<file path="src/rtl/core/pet_pkg.sv">
// ----------------------------------------------------------------------------
// Priority event table package
// Shared types, codes and widths for the event table and its cells.
// ----------------------------------------------------------------------------
package pet_pkg;

  localparam int DEPTH_DEF = 16;
  localparam int ID_W = 16;

  typedef enum logic [1:0] {
    OP_ADD      = 2'd0,
    OP_REMOVE   = 2'd1,
    OP_DISPATCH = 2'd2,
    OP_NOP      = 2'd3
  } op_t;

  typedef enum logic [1:0] {
    ST_OK        = 2'd0,
    ST_FULL      = 2'd1,
    ST_NOT_FOUND = 2'd2,
    ST_NONE      = 2'd3
  } st_t;

  typedef struct packed {
    op_t                opcode;
    logic signed [7:0]  priority_req;
    logic signed [31:0] runtime;
    logic [31:0]        task_handle;
    logic [31:0]        context_req;
    logic [15:0]        event_id;
  } in_req_t;

  typedef struct packed {
    st_t                status;
    logic [15:0]        out_id;
    logic signed [7:0]  out_priority;
    logic signed [31:0] out_runtime;
    logic [31:0]        out_handle;
    logic [31:0]        out_context;
  } out_rsp_t;

  typedef struct packed {
    logic [ID_W-1:0]    id;
    logic signed [7:0]  prio;
    logic signed [31:0] runtime;
    logic [31:0]        handle;
    logic [31:0]        ctx;
  } entry_t;

  typedef struct packed {
    logic   found;
    entry_t best;
  } scan_t;

  typedef struct packed {
    logic add_en;
    logic shift_en;
    logic mode_disp;
  } cell_ctl_t;

endpackage

</file>
<file path="src/rtl/core/pet_cell.sv">
// ----------------------------------------------------------------------------
// Event table cell
// Holds one table entry, writes a new one on add, joins the search wave that
// moves one cell per cycle, and loads from its right neighbor to close a gap.
// ----------------------------------------------------------------------------
module pet_cell #(
  parameter int DEPTH = pet_pkg::DEPTH_DEF,
  parameter int IDX   = 0
) (
  input  logic                         clk,
  input  logic                         rst_n,
  input  pet_pkg::cell_ctl_t           ctl,
  input  logic [$clog2(DEPTH+1)-1:0]   occ,
  input  logic [15:0]                  want_id,
  input  logic [$clog2(DEPTH)-1:0]     take_idx,
  input  pet_pkg::entry_t              wr_entry,
  input  pet_pkg::entry_t              right_entry,
  input  pet_pkg::scan_t               scan_in,
  input  logic [$clog2(DEPTH)-1:0]     scan_idx_in,
  output pet_pkg::entry_t              entry_o,
  output pet_pkg::scan_t               scan_out,
  output logic [$clog2(DEPTH)-1:0]     scan_idx_out
);

  localparam int IDX_W = $clog2(DEPTH);
  localparam int OCC_W = $clog2(DEPTH+1);

  pet_pkg::entry_t    entry_r, entry_nxt;
  pet_pkg::scan_t     scan_r, scan_nxt;
  logic [IDX_W-1:0]   sidx_r, sidx_nxt;
  logic               cell_valid;
  logic               hit;

  assign cell_valid = OCC_W'(IDX) < occ;

  always_comb begin
    entry_nxt = entry_r;
    if (ctl.add_en && (occ == OCC_W'(IDX))) begin
      entry_nxt = wr_entry;
    end else if (ctl.shift_en && (take_idx <= IDX_W'(IDX)) && (OCC_W'(IDX+1) < occ)) begin
      entry_nxt = right_entry;
    end
  end

  always_comb begin
    if (ctl.mode_disp) begin
      hit = cell_valid && !entry_r.prio[7] &&
            (!scan_in.found || (entry_r.prio > scan_in.best.prio));
    end else begin
      hit = cell_valid && !scan_in.found && (16'(entry_r.id) == want_id);
    end
    scan_nxt.found = scan_in.found || hit;
    scan_nxt.best  = hit ? entry_r : scan_in.best;
    sidx_nxt       = hit ? IDX_W'(IDX) : scan_idx_in;
  end

  always_ff @(posedge clk) begin
    entry_r     <= entry_nxt;
    scan_r.best <= scan_nxt.best;
    sidx_r      <= sidx_nxt;
    if (!rst_n) begin
      scan_r.found <= 1'b0;
    end else begin
      scan_r.found <= scan_nxt.found;
    end
  end

  assign entry_o      = entry_r;
  assign scan_out     = scan_r;
  assign scan_idx_out = sidx_r;

endmodule
</file>
<file path="config.mk">
export PLATFORM = sky130hd
export DESIGN_NAME = pet_cell
export DESIGN_NICKNAME = d
export VERILOG_FILES = /design/src/rtl/core/pet_pkg.sv /design/src/rtl/core/pet_cell.sv
export SDC_FILE = /design/constraint.sdc
export NUM_CORES = 1
export LEC_CHECK = 0
export BUFFER_PORTS_ARGS = -buffer_cell sky130_fd_sc_hd__buf_2
export CORE_AREA = 4 4 249 251
export DETAILED_ROUTE_END_ITERATION = 10
export DIE_AREA = 0 0 253 255
export GPL_TIMING_DRIVEN = 0
export PLACE_DENSITY = 0.38
export SLEW_MARGIN = 20
export SYNTH_ARGS = -nofsm -noshare
export SYNTH_HDL_FRONTEND = slang
export SYNTH_SLANG_ARGS = --single-unit
</file>
<file path="constraint.sdc">
create_clock -name clk -period 5.94 [get_ports clk]
set_clock_uncertainty 0.15 [all_clocks]
set_input_delay 0.297 -clock clk [delete_from_list [all_inputs] [get_ports clk]]
set_output_delay 0.297 -clock clk [all_outputs]
set_load 0.02 [all_outputs]
</file>
# Word-level counts from Yosys, hierarchy flattened
# Index checks and enable logic that the tools add are counted.
# Widths: inputs -> output; s select.
# word_totals
output_inout_bits	245
input_bits	395
regBits	245
elab_cells	34
# op_classes
eq_ne	1
order_cmp	4
n_reduce_logical	13
mux	4
# op_table
operator	n
$mux 120	3
$eq 16x16->1	1
$lt 1x5->1 const A	2
$gt 8x8->1	1
$logic_and 1x1->1	7
$logic_not 5->1	1
$le 4x1->1 const B	1
$logic_not 1->1	2
$logic_or 1x1->1	2
$reduce_bool 2->1	1
$mux 1	1

# Logic depth before layout (Yosys ltp)
# depth
word_depth	5
ltp_mapped	10
mapped_depth_nobuf	8

# Worst setup path after synthesis
# Ideal clock, no wire load.
# synth_timing
path_kind	input to register
start	in occ[3]
end	reg entry_r (netlist bit entry_o[0]), enable pin
t_arrival_ns	3.972
setup_ns	0.483
path_slack_ns	1.335
cell_stages	6
cell_sequence	or4_4 -> nor2_4 -> nand2_1 -> clkbuf_1 -> buf_2 -> nand2_1
# synth_via
elab_chain_cells	3
# synth_lines
element	line	rtl
from (decl)	pet_cell.sv:13	input logic [$clog2(DEPTH+1)-1:0] occ,
$lt 1x5->1 / $logic_not 5->1 (equally long branches)	pet_cell.sv:40, pet_cell.sv:38	
$logic_and 1x1->1 (on tied branches)	pet_cell.sv:40, pet_cell.sv:38	
$reduce_bool 2->1 (no source line) *	n/a	
to (signal assigned)	pet_cell.sv:58	entry_r <= entry_nxt;
to (decl)	pet_cell.sv:28	pet_pkg::entry_t entry_r, entry_nxt;
# Mark *: on every way between the ends. The rest lies on a longest branch, timed or not.
# A chain may end at the register's enable or synchronous reset.

==> out/metrics.csv <==
stage,metric,value,unit
grt,grt_usage,0.120,
run,cap_violations,0,
detailed_routing,drcViolationCount,0,
timing,timing.setup.tns,0,ns
power_and_ir_drop,p_int,0.00340,W
logic_synthesis,ys_seq_area_frac,0.619,
placed_design,place.gp.congestion,0.750,
clock_network,path_clk_slew,0.06,ns
timing,setup_viol,0,
floorplan,ioPinCount,640,
logic_synthesis,synth_edf_count,120,
logic_synthesis,synth.net_count,982,
floorplan,core,0.0599,mm^2
logic_synthesis,synth-seq-cells,245,
logic_synthesis,syn_area,0.00986,mm^2
logic_synthesis,async_reset_ff_frac,0,
timing,fin_crit_sh,0.500,
final_layout,instances_no_fill,2426,
worst_setup_path,path_class,reg2reg,
power_and_ir_drop,power_density,239,mW/mm^2
detailed_routing,routed_wl,42.0,mm
worst_setup_path,end_kind,flop,
logic_synthesis,synthTopCellsByCount,"mux2_2 (140), dfxtp_1 (125), edfxtp_1 (120), mux2_4 (99), xor2_1 (13)",
power_and_ir_drop,combinationalPowerShare,0.171,
grt,grt_max_degree,45,
final_layout,area_growth,90.0,%
floorplan,start_util,0.165,
power_and_ir_drop,p_sw,0.00108,W
logic_synthesis,synth.most_common_cell,mux2_2,
power_and_ir_drop,p_leak,8.37,nW
clock_network,clock_latency,0.58,ns
logic_synthesis,yosys.area.top_type,edfxtp_1,
floorplan,num_rows,90,
logic_synthesis,syn_avg_cell_area,17.0,um^2
timing,hold_viol_final,0,
floorplan,die_x,253,um
power_and_ir_drop,power_frac_clock,0.406,
power_and_ir_drop,seq_power_share,0.422,
worst_setup_path,critPathMaxStageDelay,0.44,ns
grt,grt_pass1_wl,59.1,mm
worst_setup_path,worstPathCellList,"xnor2_1, nand4_1, nor4_1, nand4_2, nand2_2, buf_6, buf_6, mux2_4",
logic_synthesis,synthCells,579,
placed_design,hpwlAfterDp,32.1,mm
grt,grt_pass1_vias,9917,
logic_synthesis,synth_top_area_frac,0.365,
clock_network,post-cts-setup-buffers,0,
worst_setup_path,crit_top_cell,buf_6,
worst_setup_path,cp_slowest_cell,edfxtp_1,
worst_setup_path,crit_required,6.24,ns
detailed_routing,avgViaCountPerCell,3.65,
logic_synthesis,yosysWarningCount,0,
detailed_routing,antenna_left,0,
min_path,hold_path_class,in2reg,
detailed_routing,drt-initial-drc-count,251,
final_layout,final_layout_size_suffix_gt1_frac,0.580,
logic_synthesis,synth_ff_type,dfxtp_1,
timing,tightest_slew,0.648,ns
detailed_routing,num_vias,8857,
final_layout,final_nets,2021,
clock_network,cts_buffer_depth,3,
timing,rsz0062_at_grt,no,
run_status,outcome,"complete, no violations",
logic_synthesis,synth_area_leaders,"edfxtp_1 (37%), dfxtp_1 (25%), mux2_2 (16%)",
clock_network,cts_tree,yes,
placed_design,place_inst,2002,
timing,period_needed,2.97,ns
power_and_ir_drop,p_sw_frac,0.241,
detailed_routing,dr.pass1.iters,4,
floorplan,fp.dieH,255,um
worst_setup_path,start_kind,flop,
floorplan,die_area,0.0645,mm^2
placed_design,io_buffers,639,
clock_network,cts_buffers,31,
timing,fmaxAchievable,336,MHz
clock_network,cts-root-buf,clkbuf_16,
logic_synthesis,ys_types,30,
worst_setup_path,arrival,3.27,ns
worst_setup_path,path_max_fanout,10,
timing,drv_slew,0,
power_and_ir_drop,vdd_ir_drop_max,0.000204,V
grt,grt_antenna_before_repair,3,
detailed_routing,wire_per_inst,17.3,um
clock_network,clock-sinks,245,
clock_network,htreeDepth,1,
grt,grt-ovfl-total,0,
clock_network,post_cts_resized,0,
timing,slew_headroom,0.568,
==> worst max-delay path, delay by kind of cell, from the launching register on <==
family | cells | cell delay, ns
xor+xnor | 1 | 0.22
flops | 1 | 0.44
simple gates | 4 | 1.08
buf+inv | 2 | 0.53
mux | 1 | 0.37
==> power groups by stage <==
stage,sequential [W],clock [W],combinational [W]
floorplan,0.00204,0,0.000185
global placement,0.00194,0,0.000579
detailed placement,0.00193,0,0.000583
CTS,0.00190,0.00191,0.000778
global route,0.00190,0.00197,0.000825
finish,0.00190,0.00182,0.000769
==> sequential cells by signal, summed over array words and instances (netlist names) <==
signal	count
scan_out	121
scan_idx_out	4
entry_o	120
==> metrics by stage <==
step | utilization | power (W) | setup WS, ns | hold WS (ns) | area, um^2
final | 0.313 | 0.00449 | 2.97 | 0.0687 | 18700
after global routing | 0.313 | 0.00469 | 2.81 | 0.0548 | 18700
after CTS | 0.313 | 0.00459 | 2.84 | 0.00378 | 18700
after detailed placement | 0.235 | 0.00251 | 2.22 | 0.329 | 14100
after global placement | 0.234 | 0.00251 | -1.58 | 0.331 | 14000
after floorplan | - | 0.00223 | 1.33 | 0.290 | 9860
==> final cells by class <==
cell class | count | area, um^2
diodes | 1 | 2.50
fillers | 6099 | 41200
flip-flops and latches | 245 | 6110
inverters | 11 | 41.3
multi-input cells | 297 | 3530
clock inverters | 5 | 53.8
plain buffers | 26 | 196
clock buffers | 53 | 928
well taps | 782 | 978
repair buffers | 1006 | 6910
==> routing by layer <==
| layer | up-vias | global-route usage | share of wire |
|---|---|---|---|
| met1 | 4097 | 0.126 | 0.36 |
| met3 | 61 | 0.0398 | 0.091 |
| li1 | 4241 | - | - |
| met5 | - | 0 | 0 |
| met4 | 0 | 0.0367 | 0.031 |
| met2 | 458 | 0.228 | 0.52 |
==> layout by cell type, fill, tap and decap left out, types with 3 or more instances in the layout <==
cell type and n:
nor4_1 4, mux2_4 99, clkbuf_1 17, clkbuf_16 31, dlygate4sd3_1 365, mux2_2 140, and3_1 4, buf_2 650
edfxtp_1 120, buf_6 11, xnor2_1 3, xor2_1 13, clkinv_2 3, nand4_1 3, ha_1 8, inv_1 11
dfxtp_1 125, clkbuf_8 7, nor2_1 3, a21oi_1 3
==> worst paths after layout <==
check	from	slack [ns]	cells past startpoint	endpoint
min	scan_in[120]	0.07	4	scan_idx_out[0]
max	entry_o[116]	2.97	8	scan_out[20]
min reg2reg	entry_o[94]	0.34	1	scan_out[94]
max reg2reg	entry_o[116]	2.97	8	scan_out[20]
==> logic make-up after synthesis <==
logic type | count (synthesis) | synth area share
flip-flops | 245 | 0.619
multiplexers | 239 | 0.311
buffers and inverters | 37 | 0.0238
AND/OR/NAND/NOR | 25 | 0.0159
XOR/XNOR | 16 | 0.0142
AO/OA/AOI/OAI | 9 | 0.00647
adder cells (fa/ha/maj) | 8 | 0.0101
==> repair_timing <==
item                                   in CTS  in global routing
endpoints found under the hold margin     244                  0
setup endpoints to repair                   0                  0
hold buffers                              365                  0
No activity file was read; power rests on OpenSTA's default activity.
